==> config.mk <==
export PLATFORM = sky130hd
export DESIGN_NAME = chroma_line_pair_upsampler_flat
export DESIGN_NICKNAME = d
export VERILOG_FILES = /design/src/rtl/clup_pkg.sv /design/src/rtl/clup_if.sv /design/src/rtl/clup_front.sv /design/src/rtl/clup_queue.sv /design/src/rtl/clup_back.sv /design/src/rtl/chroma_line_pair_upsampler.sv /design/src/flat_wrapper.sv
export SDC_FILE = /design/constraint.sdc
export NUM_CORES = 1
export LEC_CHECK = 0
export BUFFER_PORTS_ARGS = -buffer_cell sky130_fd_sc_hd__buf_4
export CORE_AREA = 4 4 249 178
export DETAILED_ROUTE_END_ITERATION = 7
export DIE_AREA = 0 0 253 182
export PLACE_DENSITY = 0.67
export SYNTH_ARGS = -nofsm -noshare
export SYNTH_HDL_FRONTEND = slang
export SYNTH_HIERARCHICAL = 1
export SYNTH_SLANG_ARGS = --single-unit
==> constraint.sdc <==
create_clock -name clock -period 9.6 [get_ports clock]
set_clock_uncertainty 0.05 [all_clocks]
set_input_delay 1.92 -clock clock [delete_from_list [all_inputs] [get_ports clock]]
set_output_delay 1.92 -clock clock [all_outputs]
set_load 0.01 [all_outputs]
==> src/rtl/clup_pkg.sv <==
// Shared constants, types and mixing functions of the chroma line-pair upsampler.
package clup_pkg;

   localparam int SAMPLE_W               = 8;
   localparam int LINE_WIDTH_W           = 15;
   localparam int DEFAULT_MAX_LINE_WIDTH = 16384;

   // APB register file: one 32-bit register, word addressed
   localparam int CSR_DATA_W = 32;
   localparam int CSR_ADDR_W = 3;
   localparam int CSR_SEL_W  = CSR_ADDR_W - 2;
   localparam logic [CSR_SEL_W-1:0] CSR_LINE_WIDTH = '0;
   localparam logic [LINE_WIDTH_W-1:0] LINE_WIDTH_RESET = LINE_WIDTH_W'(1);

   // front-to-back queue
   localparam int QUEUE_DEPTH = 2;

   typedef logic [SAMPLE_W-1:0] sample_type;

   // One classified column, as handed from the front to the back
   typedef struct packed {
      sample_type cur_pu;    // upper row U, this column
      sample_type cur_cu;    // lower row U, this column
      sample_type cur_pv;
      sample_type cur_cv;
      sample_type held_pu;   // previous column
      sample_type held_cu;
      sample_type held_pv;
      sample_type held_cv;
      logic       first;     // column 0: edge rule only
      logic       last;      // last column of the line
      logic       tail;      // even width: extra edge position at the end
   } clup_entry_type;

   // (3n + f + 2) >> 2
   function automatic sample_type edge_mix(input sample_type n, input sample_type f);
      logic [SAMPLE_W+1:0] acc;
      acc = ((SAMPLE_W+2)'(n) << 1) + (SAMPLE_W+2)'(n) + (SAMPLE_W+2)'(f)
            + (SAMPLE_W+2)'(2);
      return acc[SAMPLE_W+1:2];
   endfunction

   // (9n + 3h + 3v + d + 8) >> 4
   function automatic sample_type fancy_mix(input sample_type n, input sample_type h,
                                            input sample_type v, input sample_type d);
      logic [SAMPLE_W+3:0] acc;
      logic [SAMPLE_W+3:0] hv;
      hv  = (SAMPLE_W+4)'(h) + (SAMPLE_W+4)'(v);
      acc = ((SAMPLE_W+4)'(n) << 3) + (SAMPLE_W+4)'(n) + (hv << 1) + hv
            + (SAMPLE_W+4)'(d) + (SAMPLE_W+4)'(8);
      return acc[SAMPLE_W+3:4];
   endfunction

endpackage

==> src/rtl/clup_if.sv <==
// Valid/ready channel interfaces for column items and upsampled pixel results.
interface clup_req_if;
   import clup_pkg::*;
   logic       valid;
   logic       ready;
   sample_type prev_row_u;
   sample_type cur_row_u;
   sample_type prev_row_v;
   sample_type cur_row_v;

   modport source (output valid, prev_row_u, cur_row_u, prev_row_v, cur_row_v,
                   input ready);
   modport sink   (input valid, prev_row_u, cur_row_u, prev_row_v, cur_row_v,
                   output ready);
endinterface

interface clup_rsp_if;
   import clup_pkg::*;
   logic       valid;
   logic       ready;
   sample_type upper_u;
   sample_type upper_v;
   sample_type lower_u;
   sample_type lower_v;
   logic       end_of_line;

   modport source (output valid, upper_u, upper_v, lower_u, lower_v, end_of_line,
                   input ready);
   modport sink   (input valid, upper_u, upper_v, lower_u, lower_v, end_of_line,
                    output ready);
endinterface

==> src/rtl/clup_front.sv <==
// Front end: register file, column tracking and classification of each column.
module clup_front #(
   parameter int MAX_LINE_WIDTH = clup_pkg::DEFAULT_MAX_LINE_WIDTH
) (
   input  logic                            clock,
   input  logic                            reset,
   clup_req_if.sink                        req_chan,
   input  logic                            psel,
   input  logic                            penable,
   input  logic                            pwrite,
   input  logic [clup_pkg::CSR_ADDR_W-1:0] paddr,
   input  logic [clup_pkg::CSR_DATA_W-1:0] pwdata,
   output logic [clup_pkg::CSR_DATA_W-1:0] prdata,
   output logic                            push_valid,
   output clup_pkg::clup_entry_type        push_entry,
   input  logic                            push_ready
);
   import clup_pkg::*;

   localparam int COL_W = $clog2((MAX_LINE_WIDTH + 1) / 2 + 1);

   logic [LINE_WIDTH_W-1:0] line_width_ff, line_width_in;
   logic [COL_W-1:0]        col_ff, col_in;
   sample_type              held_pu_ff, held_cu_ff, held_pv_ff, held_cv_ff;
   logic [LINE_WIDTH_W-1:0] eff_width;
   logic [LINE_WIDTH_W-1:0] last_col;
   logic                    csr_hit, csr_wr, accept, is_last, is_even;

   assign csr_hit = (paddr[CSR_ADDR_W-1:2] == CSR_LINE_WIDTH);
   assign csr_wr  = psel && penable && pwrite && csr_hit;
   assign prdata  = csr_hit ? CSR_DATA_W'(line_width_ff) : '0;

   // zero acts as one, oversized widths clamp
   always_comb begin
      priority if (line_width_ff == '0) begin
         eff_width = LINE_WIDTH_W'(1);
      end else if (32'(line_width_ff) > 32'(MAX_LINE_WIDTH)) begin
         eff_width = LINE_WIDTH_W'(MAX_LINE_WIDTH);
      end else begin
         eff_width = line_width_ff;
      end
   end

   assign last_col = (eff_width - LINE_WIDTH_W'(1)) >> 1;
   assign is_last  = 32'(col_ff) >= 32'(last_col);
   assign is_even  = !eff_width[0];

   assign req_chan.ready = push_ready;
   assign accept         = req_chan.valid && push_ready;
   assign push_valid     = req_chan.valid;

   always_comb begin
      push_entry.cur_pu  = req_chan.prev_row_u;
      push_entry.cur_cu  = req_chan.cur_row_u;
      push_entry.cur_pv  = req_chan.prev_row_v;
      push_entry.cur_cv  = req_chan.cur_row_v;
      push_entry.held_pu = held_pu_ff;
      push_entry.held_cu = held_cu_ff;
      push_entry.held_pv = held_pv_ff;
      push_entry.held_cv = held_cv_ff;
      push_entry.first   = (col_ff == '0);
      push_entry.last    = is_last;
      push_entry.tail    = is_last && is_even;
   end

   always_comb begin
      line_width_in = line_width_ff;
      col_in        = col_ff;
      if (csr_wr) begin
         line_width_in = pwdata[LINE_WIDTH_W-1:0];
         col_in        = '0;
      end else if (accept) begin
         col_in = is_last ? '0 : col_ff + COL_W'(1);
      end
   end

   always_ff @(posedge clock) begin
      if (reset) begin
         line_width_ff <= LINE_WIDTH_RESET;
         col_ff        <= '0;
         held_pu_ff    <= '0;
         held_cu_ff    <= '0;
         held_pv_ff    <= '0;
         held_cv_ff    <= '0;
      end else begin
         line_width_ff <= line_width_in;
         col_ff        <= col_in;
         if (accept) begin
            held_pu_ff <= req_chan.prev_row_u;
            held_cu_ff <= req_chan.cur_row_u;
            held_pv_ff <= req_chan.prev_row_v;
            held_cv_ff <= req_chan.cur_row_v;
         end
      end
   end

endmodule

==> src/rtl/clup_queue.sv <==
// Short FIFO of classified columns between the front and the back.
module clup_queue (
   input  logic                     clock,
   input  logic                     reset,
   input  logic                     push_valid,
   input  clup_pkg::clup_entry_type push_entry,
   output logic                     push_ready,
   output logic                     pop_valid,
   output clup_pkg::clup_entry_type pop_entry,
   input  logic                     pop_ready
);
   import clup_pkg::*;

   localparam int PTR_W = (QUEUE_DEPTH > 1) ? $clog2(QUEUE_DEPTH) : 1;
   localparam int CNT_W = $clog2(QUEUE_DEPTH + 1);
   localparam logic [PTR_W-1:0] LAST_SLOT = PTR_W'(QUEUE_DEPTH - 1);

   clup_entry_type   slot_ff [QUEUE_DEPTH];
   logic [PTR_W-1:0] wr_ptr_ff, rd_ptr_ff;
   logic [CNT_W-1:0] count_ff, count_in;
   logic             do_push, do_pop;

   assign push_ready = (count_ff != CNT_W'(QUEUE_DEPTH));
   assign pop_valid  = (count_ff != '0);
   assign pop_entry  = slot_ff[rd_ptr_ff];
   assign do_push    = push_valid && push_ready;
   assign do_pop     = pop_valid && pop_ready;

   always_comb begin
      count_in = count_ff;
      if (do_push && !do_pop) begin
         count_in = count_ff + CNT_W'(1);
      end else if (do_pop && !do_push) begin
         count_in = count_ff - CNT_W'(1);
      end
   end

   always_ff @(posedge clock) begin
      if (reset) begin
         wr_ptr_ff <= '0;
         rd_ptr_ff <= '0;
         count_ff  <= '0;
      end else begin
         count_ff <= count_in;
         if (do_push) begin
            wr_ptr_ff <= (wr_ptr_ff == LAST_SLOT) ? '0 : wr_ptr_ff + PTR_W'(1);
         end
         if (do_pop) begin
            rd_ptr_ff <= (rd_ptr_ff == LAST_SLOT) ? '0 : rd_ptr_ff + PTR_W'(1);
         end
      end
   end

   always_ff @(posedge clock) begin
      if (do_push) begin
         slot_ff[wr_ptr_ff] <= push_entry;
      end
   end

endmodule

==> src/rtl/clup_back.sv <==
// Back end: expands each column into its luma positions, one per cycle while rsp_chan does not stall it.
module clup_back (
   input  logic                     clock,
   input  logic                     reset,
   input  logic                     pop_valid,
   input  clup_pkg::clup_entry_type pop_entry,
   output logic                     pop_ready,
   clup_rsp_if.source               rsp_chan
);
   import clup_pkg::*;

   typedef enum logic [1:0] {
      KIND_EDGE,
      KIND_ODD,
      KIND_EVEN
   } kind_type;

   logic [1:0] phase_ff, last_phase;
   kind_type   kind;
   logic       load, final_phase;
   sample_type uu, uv, lu, lv;
   logic       rsp_valid_ff;
   sample_type upper_u_ff, upper_v_ff, lower_u_ff, lower_v_ff;
   logic       eol_ff;

   assign last_phase  = (pop_entry.first ? 2'd0 : 2'd1) + (pop_entry.tail ? 2'd1 : 2'd0);
   assign final_phase = (phase_ff == last_phase);
   assign load        = !rsp_valid_ff || rsp_chan.ready;
   assign pop_ready   = load && final_phase;

   always_comb begin
      priority if (pop_entry.first) begin
         kind = KIND_EDGE;
      end else if (phase_ff == 2'd0) begin
         kind = KIND_ODD;
      end else if (phase_ff == 2'd1) begin
         kind = KIND_EVEN;
      end else begin
         kind = KIND_EDGE;
      end
   end

   always_comb begin
      unique case (kind)
         KIND_ODD: begin
            uu = fancy_mix(pop_entry.held_pu, pop_entry.cur_pu, pop_entry.held_cu,
                           pop_entry.cur_cu);
            uv = fancy_mix(pop_entry.held_pv, pop_entry.cur_pv, pop_entry.held_cv,
                           pop_entry.cur_cv);
            lu = fancy_mix(pop_entry.held_cu, pop_entry.cur_cu, pop_entry.held_pu,
                           pop_entry.cur_pu);
            lv = fancy_mix(pop_entry.held_cv, pop_entry.cur_cv, pop_entry.held_pv,
                           pop_entry.cur_pv);
         end
         KIND_EVEN: begin
            uu = fancy_mix(pop_entry.cur_pu, pop_entry.held_pu, pop_entry.cur_cu,
                           pop_entry.held_cu);
            uv = fancy_mix(pop_entry.cur_pv, pop_entry.held_pv, pop_entry.cur_cv,
                           pop_entry.held_cv);
            lu = fancy_mix(pop_entry.cur_cu, pop_entry.held_cu, pop_entry.cur_pu,
                           pop_entry.held_pu);
            lv = fancy_mix(pop_entry.cur_cv, pop_entry.held_cv, pop_entry.cur_pv,
                           pop_entry.held_pv);
         end
         default: begin
            uu = edge_mix(pop_entry.cur_pu, pop_entry.cur_cu);
            uv = edge_mix(pop_entry.cur_pv, pop_entry.cur_cv);
            lu = edge_mix(pop_entry.cur_cu, pop_entry.cur_pu);
            lv = edge_mix(pop_entry.cur_cv, pop_entry.cur_pv);
         end
      endcase
   end

   always_ff @(posedge clock) begin
      if (reset) begin
         phase_ff     <= '0;
         rsp_valid_ff <= 1'b0;
      end else if (load) begin
         rsp_valid_ff <= pop_valid;
         if (pop_valid) begin
            phase_ff <= final_phase ? 2'd0 : phase_ff + 2'd1;
         end
      end
   end

   always_ff @(posedge clock) begin
      if (load && pop_valid) begin
         upper_u_ff <= uu;
         upper_v_ff <= uv;
         lower_u_ff <= lu;
         lower_v_ff <= lv;
         eol_ff     <= final_phase && pop_entry.last;
      end
   end

   assign rsp_chan.valid       = rsp_valid_ff;
   assign rsp_chan.upper_u     = upper_u_ff;
   assign rsp_chan.upper_v     = upper_v_ff;
   assign rsp_chan.lower_u     = lower_u_ff;
   assign rsp_chan.lower_v     = lower_v_ff;
   assign rsp_chan.end_of_line = eol_ff;

endmodule

==> src/rtl/chroma_line_pair_upsampler.sv <==
// Top level of the chroma line-pair upsampler (9-3-3-1 fancy chroma upsampling).
//
// One transaction on req_chan carries one chroma column (U and V of the upper
// and lower chroma rows); rsp_chan returns one transaction per luma position,
// with U/V for both luma rows and end_of_line on the line's last position.
// Column 0 yields one position, every later column two, and on an even line
// width the last column adds one more edge position. The back end emits one
// result per cycle from an output register while rsp_chan does not stall it,
// one per luma position of the column; the sustained rate is set by the output
// channel at one luma position per cycle. A two-entry queue sits between the
// front end and the back end, so new columns can still be accepted while a
// result waits on rsp_chan, until the queue is full. An accepted column is
// written into the queue; its first result is computed from the queue head,
// registered in the output register and then offered on rsp_chan.
// line_width lives at byte address 0 of the APB port
// (reset value 1; zero acts as one, values above MAX_LINE_WIDTH clamp);
// writing it restarts the line and must only happen while the block is idle.
module chroma_line_pair_upsampler #(
   parameter int MAX_LINE_WIDTH = clup_pkg::DEFAULT_MAX_LINE_WIDTH
) (
   input  logic                            clock,
   input  logic                            reset,
   clup_req_if.sink                        req_chan,
   clup_rsp_if.source                      rsp_chan,
   input  logic                            psel,
   input  logic                            penable,
   input  logic                            pwrite,
   input  logic [clup_pkg::CSR_ADDR_W-1:0] paddr,
   input  logic [clup_pkg::CSR_DATA_W-1:0] pwdata,
   output logic [clup_pkg::CSR_DATA_W-1:0] prdata,
   output logic                            pready
);
   import clup_pkg::*;

   // front -> queue
   logic           push_valid, push_ready;
   clup_entry_type push_entry;
   // queue -> back
   logic           pop_valid, pop_ready;
   clup_entry_type pop_entry;

   // register writes complete in the access phase, no wait states
   assign pready = 1'b1;

   // classification: first/last column, even-width tail, previous column
   clup_front #(
      .MAX_LINE_WIDTH (MAX_LINE_WIDTH)
   ) u_front (
      .clock      (clock),
      .reset      (reset),
      .req_chan   (req_chan),
      .psel       (psel),
      .penable    (penable),
      .pwrite     (pwrite),
      .paddr      (paddr),
      .pwdata     (pwdata),
      .prdata     (prdata),
      .push_valid (push_valid),
      .push_entry (push_entry),
      .push_ready (push_ready)
   );

   clup_queue u_queue (
      .clock      (clock),
      .reset      (reset),
      .push_valid (push_valid),
      .push_entry (push_entry),
      .push_ready (push_ready),
      .pop_valid  (pop_valid),
      .pop_entry  (pop_entry),
      .pop_ready  (pop_ready)
   );

   // expansion into luma positions and output register
   clup_back u_back (
      .clock     (clock),
      .reset     (reset),
      .pop_valid (pop_valid),
      .pop_entry (pop_entry),
      .pop_ready (pop_ready),
      .rsp_chan  (rsp_chan)
   );

endmodule
==> src/flat_wrapper.sv <==
// flat-port wrapper written by rule: the top's interface ports become plain ports
module chroma_line_pair_upsampler_flat import clup_pkg::*;
#(
   parameter int MAX_LINE_WIDTH = clup_pkg::DEFAULT_MAX_LINE_WIDTH
)
  (clock, reset, psel, penable, pwrite, paddr, pwdata, prdata, pready, req_chan_valid, req_chan_prev_row_u, req_chan_cur_row_u, req_chan_prev_row_v, req_chan_cur_row_v, req_chan_ready, rsp_chan_valid, rsp_chan_upper_u, rsp_chan_upper_v, rsp_chan_lower_u, rsp_chan_lower_v, rsp_chan_end_of_line, rsp_chan_ready);
  clup_req_if req_chan_i ();
  clup_rsp_if rsp_chan_i ();
  input  logic clock;
  input  logic reset;
  input  logic psel;
  input  logic penable;
  input  logic pwrite;
  input  logic [clup_pkg::CSR_ADDR_W-1:0] paddr;
  input  logic [clup_pkg::CSR_DATA_W-1:0] pwdata;
  output logic [clup_pkg::CSR_DATA_W-1:0] prdata;
  output logic pready;
  input wire logic [$bits(req_chan_i.valid)-1:0] req_chan_valid;
  input wire logic [$bits(req_chan_i.prev_row_u)-1:0] req_chan_prev_row_u;
  input wire logic [$bits(req_chan_i.cur_row_u)-1:0] req_chan_cur_row_u;
  input wire logic [$bits(req_chan_i.prev_row_v)-1:0] req_chan_prev_row_v;
  input wire logic [$bits(req_chan_i.cur_row_v)-1:0] req_chan_cur_row_v;
  output wire logic [$bits(req_chan_i.ready)-1:0] req_chan_ready;
  output wire logic [$bits(rsp_chan_i.valid)-1:0] rsp_chan_valid;
  output wire logic [$bits(rsp_chan_i.upper_u)-1:0] rsp_chan_upper_u;
  output wire logic [$bits(rsp_chan_i.upper_v)-1:0] rsp_chan_upper_v;
  output wire logic [$bits(rsp_chan_i.lower_u)-1:0] rsp_chan_lower_u;
  output wire logic [$bits(rsp_chan_i.lower_v)-1:0] rsp_chan_lower_v;
  output wire logic [$bits(rsp_chan_i.end_of_line)-1:0] rsp_chan_end_of_line;
  input wire logic [$bits(rsp_chan_i.ready)-1:0] rsp_chan_ready;
  assign req_chan_i.valid = req_chan_valid;
  assign req_chan_i.prev_row_u = req_chan_prev_row_u;
  assign req_chan_i.cur_row_u = req_chan_cur_row_u;
  assign req_chan_i.prev_row_v = req_chan_prev_row_v;
  assign req_chan_i.cur_row_v = req_chan_cur_row_v;
  assign req_chan_ready = req_chan_i.ready;
  assign rsp_chan_valid = rsp_chan_i.valid;
  assign rsp_chan_upper_u = rsp_chan_i.upper_u;
  assign rsp_chan_upper_v = rsp_chan_i.upper_v;
  assign rsp_chan_lower_u = rsp_chan_i.lower_u;
  assign rsp_chan_lower_v = rsp_chan_i.lower_v;
  assign rsp_chan_end_of_line = rsp_chan_i.end_of_line;
  assign rsp_chan_i.ready = rsp_chan_ready;
  chroma_line_pair_upsampler #(.MAX_LINE_WIDTH(MAX_LINE_WIDTH)) u_core (.clock(clock), .reset(reset), .req_chan(req_chan_i), .rsp_chan(rsp_chan_i), .psel(psel), .penable(penable), .pwrite(pwrite), .paddr(paddr), .pwdata(pwdata), .prdata(prdata), .pready(pready));
endmodule
; Word level (Yosys, flattened, before mapping)
; Memories as Yosys holds them, arrays and structs flattened. A register that Yosys moved wholly into a read port is not among the register bits.
; Cells that the tools add are included.
[word_totals]
elab_cells = 134
in_bits = 74
ramBits = 134
memories = 1
out_inout_bits = 68
register_bits = 101
[memory_table]
columns = memory, depth, word_bits, rd, rd_clocked_by_memory_dff, wr, line
row1 = u_core.u_queue.slot_ff, 2, 67, 1, 1, 1, clup_queue.sv:18  ; clup_entry_type slot_ff [QUEUE_DEPTH];
[op_classes]
n_lt_le_gt_ge = 2
reduce_logical = 23
n_eq_ne = 5
bitwise = 1
add_sub_neg = 64
n_mux = 22
[ops]
columns = cell, n
row1 = $add A11 B8 Y12, 8
row2 = $add A12 B12 Y12, 8
row3 = $add A12 B4 Y12 const B, 8
row4 = $add A12 B8 Y12, 8
row5 = $pmux W8 S2, 4
row6 = $add A12 B10 Y12, 4
row7 = $add A12 B9 Y12, 4
row8 = $mux W15, 3
row9 = $add A10 B2 Y10 const B, 4
row10 = $add A10 B8 Y10, 4
row11 = $add A9 B8 Y10, 4
row12 = $add A8 B8 Y9, 4
row13 = $gt A15 B15 Y1 const B, 1
row14 = $logic_not A15 Y1, 1
row15 = $sub A15 B1 Y15 const B, 1
row16 = $add A14 B1 Y14 const B, 1
row17 = $ge A14 B14 Y1, 1
row18 = $logic_not A14 Y1, 1
row19 = $mux W14, 1
row20 = $mux W2, 6
row21 = $logic_and A1 B1 Y1, 11
row22 = $mux W1, 8
row23 = $add A2 B1 Y2 const B, 2
row24 = $eq A2 B1 Y1 const B, 2
row25 = other kinds (13), 18

; Longest topological paths before layout
; Gate-level depths: netlist of run 1.
[depth]
ltp_word = 8
ltp_mapped = 23
ltp_nobuf = 21

; By module
; The synthesis of run 1 kept the hierarchy.
[modules_own_cells]
columns = module, cells_each, instances, seq_area_each_um2, area_each_um2
row1 = clup_back, 1337, 1, 1051.0, 12219.2
row2 = clup_queue, 232, 1, 4124.0, 5057.4
row3 = clup_front, 464, 1, 1221.2, 3472.1
row4 = chroma_line_pair_upsampler, 2, 1, 0.0, 11.3

; Worst setup path before layout of run 1
; Ideal clock, no wire load.
[synth_path]
kind = reg-to-reg
startpoint = register with a tool-made name
endpoint = register u_core.u_back.lower_u_ff[6], in the netlist u_core/u_back/rsp_chan.lower_u[6], data pin
arrival_ns = 5.007
path_buffers = 2
setup_time_ns = 0.260
stages_incl_launch_ff = 21
required_ns = 9.290
setup_slack_ns = 4.283
period_less_slack_ns = 5.317
cell_sequence = dfxtp_1 -> buf_4 -> buf_6 -> mux2_2 -> ha_1 -> fa_1 -> a21o_1 -> a2111o_1 -> a21oi_1 -> o21bai_1 -> ha_1 -> ha_1 -> inv_1 -> fa_1 -> inv_1 -> ha_1 -> and4_1 -> a211oi_1 -> xor2_1 -> o32ai_1 -> mux2_2
[synth_rtl]
columns = item, line
row1 = end signal: assignment, clup_back.sv:90  ; lower_u_ff <= lu;
row2 = end: declaration, clup_back.sv:23  ; sample_type upper_u_ff, upper_v_ff, lower_u_ff, lower_v_ff;

==> results of run 1 <==
==> worst min path at each step <==
stage                                       from                             to  slack, ns  depth (start not counted)
floorplan           u_core/u_front/held_cv_ff[7]  u_core/u_queue/slot_ff[0][10]       0.38                          0
global placement    u_core/u_front/held_pu_ff[5]  u_core/u_queue/slot_ff[0][32]       0.38                          0
detailed placement  u_core/u_front/held_cu_ff[2]  u_core/u_queue/slot_ff[0][21]       0.39                          0
CTS                 u_core/u_front/held_pu_ff[0]  u_core/u_queue/slot_ff[1][27]       0.39                          0
global route        u_core/u_front/held_cv_ff[5]   u_core/u_queue/slot_ff[0][8]       0.41                          0
finish              u_core/u_front/held_cv_ff[5]   u_core/u_queue/slot_ff[0][8]       0.39                          0
==> metal layers <==
metal | vias to the layer above | track usage | routed length, µm | part of all wire
met3 | 64 | 0.0534 | 3800 | 0.076
met2 | 398 | 0.317 | 20400 | 0.41
met5 | - | 0 | 34 | 0.00068
met4 | 6 | 0.0364 | 801 | 0.016
li1 | 7094 | - | - | -
met1 | 7059 | 0.330 | 24800 | 0.50
==> worst max-delay path, delay by kind of cell (launching register included) <==
| kind | cells | cell delay (ns) |
|---|---|---|
| compound gates | 4 | 0.96 |
| xor+xnor | 2 | 0.35 |
| fa+ha+maj | 5 | 1.84 |
| buf+inv | 3 | 0.66 |
| flops | 1 | 0.89 |
| mux | 1 | 0.56 |
| simple gates | 5 | 1.27 |
==> cells by family after synthesis <==
kind of cell	share of synthesized area
DFF	0.308
buffers and inverters	0.0791
adders and majority gates	0.293
muxes	0.0406
xor gates and xnor gates	0.0603
AOI/OAI and AO/OA	0.119
other	0.000362
and+or+nand+nor	0.100
==> metrics by stage <==
stage | hold WS (ns) | util | area (µm²)
global route | 0.409 | 0.539 | 22600
detailed placement | 0.386 | 0.519 | 21800
global placement | 0.379 | 0.519 | 21800
floorplan | 0.375 | - | 20800
CTS | 0.389 | 0.539 | 22600
finish | 0.390 | 0.539 | 22600
==> cell usage after synthesis (7+ instances only) <==
cell type / number
sky130_fd_sc_hd__and2_1: 11
sky130_fd_sc_hd__or3_1: 10
sky130_fd_sc_hd__ha_1: 249
sky130_fd_sc_hd__buf_2: 7
sky130_fd_sc_hd__a31oi_1: 17
sky130_fd_sc_hd__nand2b_1: 9
sky130_fd_sc_hd__edfxtp_1: 167
sky130_fd_sc_hd__nand4_1: 9
sky130_fd_sc_hd__o211ai_1: 10
sky130_fd_sc_hd__buf_1: 10
sky130_fd_sc_hd__nand3_1: 27
sky130_fd_sc_hd__mux2_2: 73
sky130_fd_sc_hd__a211oi_1: 15
sky130_fd_sc_hd__xor2_1: 62
sky130_fd_sc_hd__buf_4: 54
sky130_fd_sc_hd__xnor2_1: 81
sky130_fd_sc_hd__fa_1: 148
sky130_fd_sc_hd__nand2_1: 155
sky130_fd_sc_hd__clkbuf_1: 18
sky130_fd_sc_hd__o21ai_0: 57
sky130_fd_sc_hd__a21oi_1: 141
sky130_fd_sc_hd__nor3_1: 26
sky130_fd_sc_hd__inv_1: 279
sky130_fd_sc_hd__nor2b_1: 33
sky130_fd_sc_hd__o21a_1: 17
sky130_fd_sc_hd__dfxtp_1: 69
sky130_fd_sc_hd__a221oi_1: 15
sky130_fd_sc_hd__and4_1: 7
sky130_fd_sc_hd__nor2_1: 94
sky130_fd_sc_hd__a21o_1: 43
sky130_fd_sc_hd__a22oi_1: 8
==> final cells by class <==
cell class | instances | share of cell area
clock buffers | 35 | 0.0329
clock inverters | 11 | 0.00481
inverters | 280 | 0.0465
multi-input cells | 1442 | 0.565
flip-flops and latches | 236 | 0.283
well taps | 552 | 0.0305
repair buffers | 111 | 0.0369
==> registers in the layout, summed over array words and instances, names as in the netlist, 2 cells and up, named ones only <==
name,cells
u_core/u_queue/slot_ff,134
u_core/u_back/phase_ff,2
u_core/u_back/rsp_chan.upper_v,8
u_core/u_back/rsp_chan.lower_v,8
u_core/u_back/rsp_chan.upper_u,8
u_core/u_back/rsp_chan.lower_u,8
u_core/u_front/held_cv_ff,8
u_core/u_front/held_pv_ff,8
u_core/u_front/col_ff,14
u_core/u_front/held_cu_ff,8
u_core/u_queue/count_ff,2
u_core/u_front/held_pu_ff,8
u_core/u_front/line_width_ff,15
==> cell usage in the layout, fill, tap and decap left out, types with 15 or more instances in the layout <==
cell type	n
sky130_fd_sc_hd__a31oi_1	17
sky130_fd_sc_hd__fa_1	148
sky130_fd_sc_hd__a21o_1	43
sky130_fd_sc_hd__inv_1	278
sky130_fd_sc_hd__dfxtp_1	68
sky130_fd_sc_hd__edfxtp_1	167
sky130_fd_sc_hd__xnor2_1	81
sky130_fd_sc_hd__o21ai_0	57
sky130_fd_sc_hd__nor3_1	26
sky130_fd_sc_hd__nand2_1	155
sky130_fd_sc_hd__nor2_1	94
sky130_fd_sc_hd__nor2b_1	33
sky130_fd_sc_hd__conb_1	18
sky130_fd_sc_hd__a21oi_1	141
sky130_fd_sc_hd__buf_4	111
sky130_fd_sc_hd__a211oi_1	15
sky130_fd_sc_hd__clkbuf_16	26
sky130_fd_sc_hd__mux2_2	73
sky130_fd_sc_hd__xor2_1	62
sky130_fd_sc_hd__a221oi_1	15
sky130_fd_sc_hd__nand3_1	27
sky130_fd_sc_hd__ha_1	249
sky130_fd_sc_hd__o21a_1	17
==> run summary, run 1 <==
The flow ran to the end, and the final reports show no timing, DRC or antenna violations. Counting the fill cells in the layout gives 3701. For the total count of max-transition violations in the final report, the log shows 0. The tools report the via total after detailed routing as 14600. The tools report the share of synthesized area occupied by flip-flops and latches as 0.308. For the global routing usage summed across all routing layers, the log shows 0.216. The worst hold path belongs to the class flip-flop to flip-flop. The worst register-to-register path has a setup slack of 2.73 ns. Pin count of the biggest net entering global routing: 68. The clock-pin slew on the worst setup and hold paths was 0.06 ns; the number of gates resized after CTS was 0. Max-cap violations in this run came to 0. In this run the critical register-to-register path is captured at u_core/u_back/rsp_chan.lower_v[5].

Measured along the x axis, the die boundary spans 253 µm. The run gives 0 as the antenna diode count. Including well taps, the total number of placed cells is 2621. Counting every instance in the synthesized netlist gives 2035. Yosys mapped the design onto 82 distinct sky130hd cell types. On the critical path, the stage with the largest delay is an instance of sky130_fd_sc_hd__dfxtp_2. The tools report the final hold violation count as 0. For the pin with the worst max-slew slack, the measured transition is 0.961 ns. The capturing element type of the critical path is a flip-flop. Dividing the detail-routed via count by the number of cells gives 5.48.

The top-level I/O count was 142; the sum of negative setup slack was 0 ns. The wire length of the first global-routing pass is 79.2 mm. The number of setup buffers added after CTS is 0. Setup repair after global routing left no endpoint under its margin. Capture point of the worst path: u_core/u_back/rsp_chan.lower_v[5]. The via count of the first global-routing pass is 14800. The tools report the starting density of the core as 0.495. TritonCTS built the clock tree. Setup violations remaining at the end of the flow were counted as 0. After floorplanning, the core was divided into 63 placement rows. The number of buffer cells added on primary ports came out at 104.

Share of the clock period used by the worst path after layout: 0.715. The library cell occupying the most area in the post-synthesis netlist is sky130_fd_sc_hd__edfxtp_1. The pre-CTS setup slack was 2.81 ns; the average wire length per cell after detail routing was 18.7 µm. Yosys mapped a number of flops with a built-in enable equal to 167. Along the worst path, the maximum fanout reaches 35. Static timing analysis puts the maximum clock frequency at 146 MHz. The signed area change from the synthesized netlist to the final layout is 8.91%. The run gives 2.73 ns as the final worst-path setup slack. Share of post-route cells with drive strength above 1: 0.115. The logs give 6 for the yosys synthesis warning count and 236 for the total clock sinks. The final period demand of the worst path works out to 6.87 ns. In this run the cell area of the synthesized design comes to 20800 µm².

Summing all flip-flop and latch instances after layout gives 6400 µm². STA classifies the critical path startpoint as a flip-flop. In this run the vertical extent of the chip is 182 µm. The core area is 41900 µm². The total half-perimeter wirelength after legalization and detailed placement was 39.3 mm; the footprint of the multi-input gates was 12800 µm². The mean cell area of the mapped netlist is 10.2 µm², and the peak per-stage delay on the critical path is 0.89 ns. The root cell of the clock tree was sky130_fd_sc_hd__clkbuf_16. For the initial DRC count, the log shows 1013. The clock reaches the later pin of the worst-skew pair after 0.57 ns. The share of flip-flops with an asynchronous set or reset works out to 0. The number of cells on the worst reg-to-reg path is 20.

The post-synthesis register bit count is 236, and the full die area is 46000 µm². The cell with the most instances on the worst path is sky130_fd_sc_hd__ha_1. The number of antenna violations at the first check in global routing is 3. Walking the worst path, the cells encountered are buf_4 > mux2_2 > ha_1 > nand2_1 > or3b_1 > nand3_1 > nor3b_1 > or2_1 > xor2_1 > ha_1 > ha_1 > inv_1 > fa_1 > inv_1 > ha_1 > a21o_1 > a41o_1 > xor2_1 > a221oi_1 > a21oi_1. The run gives 49.8 mm as the wire length after detailed routing. In this run, CTS created clock tree buffers numbering 25. The H-tree depth reported by CTS is 1. The signal arrival time at the worst endpoint was 7.10 ns; the post-route non-filler standard cell count was 2667. Startpoint-to-endpoint class of the critical path: flip-flop to flip-flop.

In this run the remaining antenna-violating nets after routing total 0. Yosys attributes the largest share of cell area to sky130_fd_sc_hd__edfxtp_1 (24%), sky130_fd_sc_hd__ha_1 (15%), sky130_fd_sc_hd__fa_1 (14%). The worst slew margin relative to its limit was 0.359.

Among all flip-flop cells after synthesis, the most frequent one is sky130_fd_sc_hd__edfxtp_1. In this run, post-CTS hold repair placed 0 buffers. For this run, design rule violations remaining after detail routing come to 0. Routability-driven placement finished with a final weighted congestion of 0.878. In this run the deepest clock path goes through 3 buffers.

The first-pass iteration count of the detailed router is 5. STA puts the critical path data required time at 9.83 ns. For this run the aggregate overflow at the end of global routing stands at 0.

The final layout contains 2567 nets. The fraction of synthesized cell area taken by the top area cell type came out at 0.242.
Power of run 1 is not shown: default switching activity piles up to over one toggle a cycle in this logic, so the estimate is an artifact.
==> run 2: changes to the inputs <==
--- a/config.mk
+++ b/config.mk
@@ -5,11 +5,12 @@
 export SDC_FILE = /design/constraint.sdc
 export NUM_CORES = 1
 export LEC_CHECK = 0
+export ABC_AREA = 1
 export BUFFER_PORTS_ARGS = -buffer_cell sky130_fd_sc_hd__buf_4
-export CORE_AREA = 4 4 249 178
+export CORE_AREA = 4 4 256 183
 export DETAILED_ROUTE_END_ITERATION = 7
-export DIE_AREA = 0 0 253 182
-export PLACE_DENSITY = 0.67
+export DIE_AREA = 0 0 260 187
+export PLACE_DENSITY = 0.7
 export SYNTH_ARGS = -nofsm -noshare
 export SYNTH_HDL_FRONTEND = slang
 export SYNTH_HIERARCHICAL = 1
==> constraint.sdc (replaced) <==
create_clock -name clock -period 6.3 [get_ports clock]
set_clock_uncertainty 0.05 [all_clocks]
set_input_delay 1.26 -clock clock [delete_from_list [all_inputs] [get_ports clock]]
set_output_delay 1.26 -clock clock [all_outputs]
set_load 0.01 [all_outputs]
==> run summary, run 2 <==
The routability-driven placement congestion ratio is 0.946 (was 0.878). The clock-pin slew on the worst setup and hold paths is 0.07 ns (was 0.06 ns). The number of buffer cells added on primary ports was 104 (unchanged). The run gives 0 ns (unchanged) as the sum of negative setup slack. The actual transition at the worst max-transition pin was 0.827 ns (was 0.961 ns). The area taken by flip-flops and latches is 6400 µm² (about the same), and the number of gates resized after CTS is 0 (unchanged). The total half-perimeter wirelength after legalization and detailed placement was 43.4 mm (was 39.3 mm).

Number of design rule violations left after detail routing: 0 (unchanged). The wire length after detailed routing came out at 54.3 mm (was 49.8 mm). Critical path required time: 6.57 ns (was 9.83 ns).

The top-level I/O count was 142 (unchanged). The overall overflow remaining after global route was 0 (unchanged); the fraction of synthesized cell area taken by the top area cell type was 0.228 (was 0.242). The top register by number of flip-flops is u_core/u_queue/slot_ff (unchanged).

The number of rows created at floorplan is 65 (was 63), and the share of synthesized area occupied by flip-flops and latches is 0.290 (was 0.308). The average wire length per cell after detail routing works out to 16.6 µm (was 18.7 µm). The flip-flop count of the largest register, all copies and words added was 134 (unchanged); the final period demand of the worst path was 5.65 ns (was 6.87 ns). The most common library cell in the layout ignoring fill and taps is sky130_fd_sc_hd__inv_1 (unchanged). The worst slew margin relative to its limit was 0.448 (was 0.359); the via count of the first global-routing pass was 16900 (was 14800). The number of flops mapped to enable cells by yosys came out at 167 (unchanged). The type of the tightest min-delay check was flip-flop to flip-flop (unchanged). The share of flip-flops with an asynchronous set or reset works out to 0 (unchanged). The starting density of the core is 0.495 (about the same), and the worst-skew pair later-pin latency is 0.57 ns (about the same). The tools report the startpoint type of the worst setup path as a flip-flop (unchanged). For the antenna diode count, the log shows 0 (unchanged). The signal arrival time at the worst endpoint was 5.93 ns (was 7.10 ns); the global routing usage summed across all routing layers was 0.223 (was 0.216).

The post-synthesis register bit count works out to 236 (unchanged). The number of violations of the max-capacitance limit was 0 (unchanged). The tools report the yosys synthesis warning count as 6 (unchanged). The run gives 51 (was 68) as the pin count of the biggest net entering global routing.

For the met2 routed wirelength, the log shows 22.5 mm (was 20.4 mm). The root cell of the clock tree is sky130_fd_sc_hd__clkbuf_16 (unchanged). The tools report the core area as 44500 µm² (was 41900 µm²).

The number of nets at the end of the flow was 3120 (was 2567); the share of the clock period used by the worst path after layout was 0.897 (was 0.715). The critical-path maximum fanout works out to 32 (was 35). The run finished with clean final reports. The mean cell area of the mapped netlist was 8.52 µm² (was 10.2 µm²); the routed metal-1 wirelength was 25.7 mm (was 24.8 mm). The tools report the full die area as 48600 µm² (was 46000 µm²).

The die height works out to 187 µm (was 182 µm). The wire length of the first global-routing pass was 87.6 mm (was 79.2 mm); the total CTS buffers was 25 (unchanged). Most numerous cell types in the synthesized netlist: sky130_fd_sc_hd__inv_1 (541), sky130_fd_sc_hd__nand2_1 (471), sky130_fd_sc_hd__ha_1 (249), sky130_fd_sc_hd__edfxtp_1 (167), sky130_fd_sc_hd__nor2_1 (164) (was sky130_fd_sc_hd__inv_1 (279), sky130_fd_sc_hd__ha_1 (249), sky130_fd_sc_hd__edfxtp_1 (167), sky130_fd_sc_hd__nand2_1 (155), sky130_fd_sc_hd__fa_1 (148)).

The tools report the count of filler cells inserted in the layout as 3965 (was 3701). The signed area change from the synthesized netlist to the final layout is 8.68% (was 8.91%). The startpoint-to-endpoint class of the critical path was flip-flop to flip-flop (unchanged).

The logs give 4.79 mm (was 3.80 mm) for the routed wire length on met3 and 1 (unchanged) for the H-tree depth reported by CTS. Most used cells in the layout excluding fill and tap cells: sky130_fd_sc_hd__inv_1 (541), sky130_fd_sc_hd__nand2_1 (471), sky130_fd_sc_hd__ha_1 (249) (was sky130_fd_sc_hd__inv_1 (278), sky130_fd_sc_hd__ha_1 (249), sky130_fd_sc_hd__edfxtp_1 (167)). The predominant post-synthesis flop cell is sky130_fd_sc_hd__edfxtp_1 (unchanged). The run gives 22000 µm² (was 20800 µm²) as the post-synthesis cell area. The gate count after technology mapping was 2583 (was 2035). The run gives 17000 (was 14600) as the via total after detailed routing. The tools report the total count of max-transition violations in the final report as 0 (unchanged). The top routing layer in use is met4 (was met5).

The final hold violation count was 0 (unchanged). TritonCTS built the clock tree. The footprint of the multi-input gates is 13000 µm² (was 12800 µm²).

The run gives 3 (unchanged) as the buffer depth of the longest clock path. The tools report the capturing element type of the critical path as a flip-flop (unchanged). The share of post-route cells with drive strength above 1 is 0.0998 (was 0.115), and the unique cell type count in the Yosys netlist is 51 (was 82).

The number of endpoints failing setup at the final stage was 0 (unchanged). The number of antenna violations at the first check in global routing is 0 (was 3), and the die width is 260 µm (was 253 µm). The remaining number of nets flagged by the antenna check after routing came out at 0 (unchanged). The library cell occupying the most area in the post-synthesis netlist is sky130_fd_sc_hd__edfxtp_1 (unchanged). The count of buffers added by post-CTS timing repair for setup is 0 (unchanged). Setup repair after global routing left no endpoint under its margin. The logs give 177 MHz (was 146 MHz) for the achievable clock frequency and 7 (was 5) for the first-pass iteration count of the detailed router. The number of vias per cell after detailed routing came out at 5.21 (was 5.48). The run gives 1336 (was 1013) as the initial DRC count. The run gives 236 (unchanged) as the total clock sinks.

Number of hold buffers added after CTS: 0 (unchanged). The most frequent cell after synthesis is sky130_fd_sc_hd__inv_1 (unchanged). Largest cells by area after synthesis: sky130_fd_sc_hd__edfxtp_1 (23%), sky130_fd_sc_hd__ha_1 (14%), sky130_fd_sc_hd__fa_1 (13%) (was sky130_fd_sc_hd__edfxtp_1 (24%), sky130_fd_sc_hd__ha_1 (15%), sky130_fd_sc_hd__fa_1 (14%)).

Largest regs: u_core/u_queue/slot_ff (134), u_core/u_front/line_width_ff (15), u_core/u_front/col_ff (14) (unchanged).
## run 2: cell types whose count changed in the layout (fill, tap and decap cells not counted), moves of 20 or more
cell and change:
sky130_fd_sc_hd__a21oi_1 -33, sky130_fd_sc_hd__nor2_1 +67, sky130_fd_sc_hd__xor2_1 -28, sky130_fd_sc_hd__mux2_4 +30, sky130_fd_sc_hd__o21ai_0 +54, sky130_fd_sc_hd__nor2b_1 -33
sky130_fd_sc_hd__a21o_1 -36, sky130_fd_sc_hd__nand4_1 +22, sky130_fd_sc_hd__o21bai_1 +20, sky130_fd_sc_hd__nand2_1 +316, sky130_fd_sc_hd__mux2_2 -36, sky130_fd_sc_hd__inv_1 +263
sky130_fd_sc_hd__nand3_1 +134, sky130_fd_sc_hd__xnor2_1 -41
## run 2: cell type report
type,count,share of cell area
clock buffers,34,0.0311
clock inverters,10,0.00350
inverters,545,0.0855
multi-input cells,1726,0.544
flip-flops and latches,236,0.267
well taps,603,0.0315
repair buffers,115,0.0366
## run 2: per-stage QoR
| step | std cells | hold slack (ns) | setup WS (ns) | cell area [µm²] | util |
|---|---|---|---|---|---|
| after floorplan | 2599 | 0.376 | 1.41 | 22100 | - |
| after global placement | 3225 | 0.380 | 0.770 | 23100 | 0.519 |
| after detailed placement | 3225 | 0.387 | 0.692 | 23100 | 0.519 |
| final | 3269 | 0.400 | 0.648 | 23900 | 0.538 |
| after CTS | 3269 | 0.402 | 0.675 | 23900 | 0.538 |
| after global routing | 3269 | 0.419 | 0.251 | 23900 | 0.538 |
## run 2: worst paths after layout
kind	start	to	slack, ns	cells past startpoint
worst min register to register	u_core/u_front/held_pv_ff[0]	u_core/u_queue/slot_ff[0][11]	0.40	0
worst max register to register	flip-flop	u_core/u_back/rsp_chan.lower_v[7]	0.65	25
worst min-delay path	u_core/u_front/held_pv_ff[0]	u_core/u_queue/slot_ff[0][11]	0.40	0
worst max-delay path	flip-flop	u_core/u_back/rsp_chan.lower_v[7]	0.65	25
## run 2: logic make-up after synthesis
| family | synth area share |
|---|---|
| simple gates | 0.173 |
| buf+inv | 0.122 |
| fa+ha+maj | 0.276 |
| compound gates | 0.0695 |
| flops | 0.290 |
| xor+xnor | 0.0294 |
| mux | 0.0394 |
| other cells | 0.000341 |
## run 2: metal layers
layer | vias up | GRT usage
li1 | 8329 | -
met1 | 8018 | 0.331
met2 | 609 | 0.334
met3 | 79 | 0.0506
met4 | 0 | 0.0514
met5 | - | 0
## run 2: critical path, cell delays in order, from the launching register on
cell and delay, ns:
sky130_fd_sc_hd__dfxtp_4 0.60, sky130_fd_sc_hd__buf_12 0.28, sky130_fd_sc_hd__mux2_2 0.39, sky130_fd_sc_hd__ha_1 0.24, sky130_fd_sc_hd__fa_1 0.43, sky130_fd_sc_hd__nand3_1 0.12, sky130_fd_sc_hd__nand3_1 0.09, sky130_fd_sc_hd__xor2_1 0.19
sky130_fd_sc_hd__inv_1 0.12, sky130_fd_sc_hd__ha_1 0.30, sky130_fd_sc_hd__inv_1 0.08, sky130_fd_sc_hd__fa_1 0.48, sky130_fd_sc_hd__inv_1 0.05, sky130_fd_sc_hd__fa_1 0.57, sky130_fd_sc_hd__inv_1 0.07, sky130_fd_sc_hd__fa_1 0.43
sky130_fd_sc_hd__inv_1 0.09, sky130_fd_sc_hd__nand3_1 0.07, sky130_fd_sc_hd__nand2_1 0.16, sky130_fd_sc_hd__nand4_1 0.13, sky130_fd_sc_hd__nand2_1 0.10, sky130_fd_sc_hd__nand2_1 0.05, sky130_fd_sc_hd__nand3_1 0.11, sky130_fd_sc_hd__nand2_1 0.08
sky130_fd_sc_hd__nand2_1 0.06, sky130_fd_sc_hd__nand2_1 0.06
Power of run 2 is left out for the same reason.
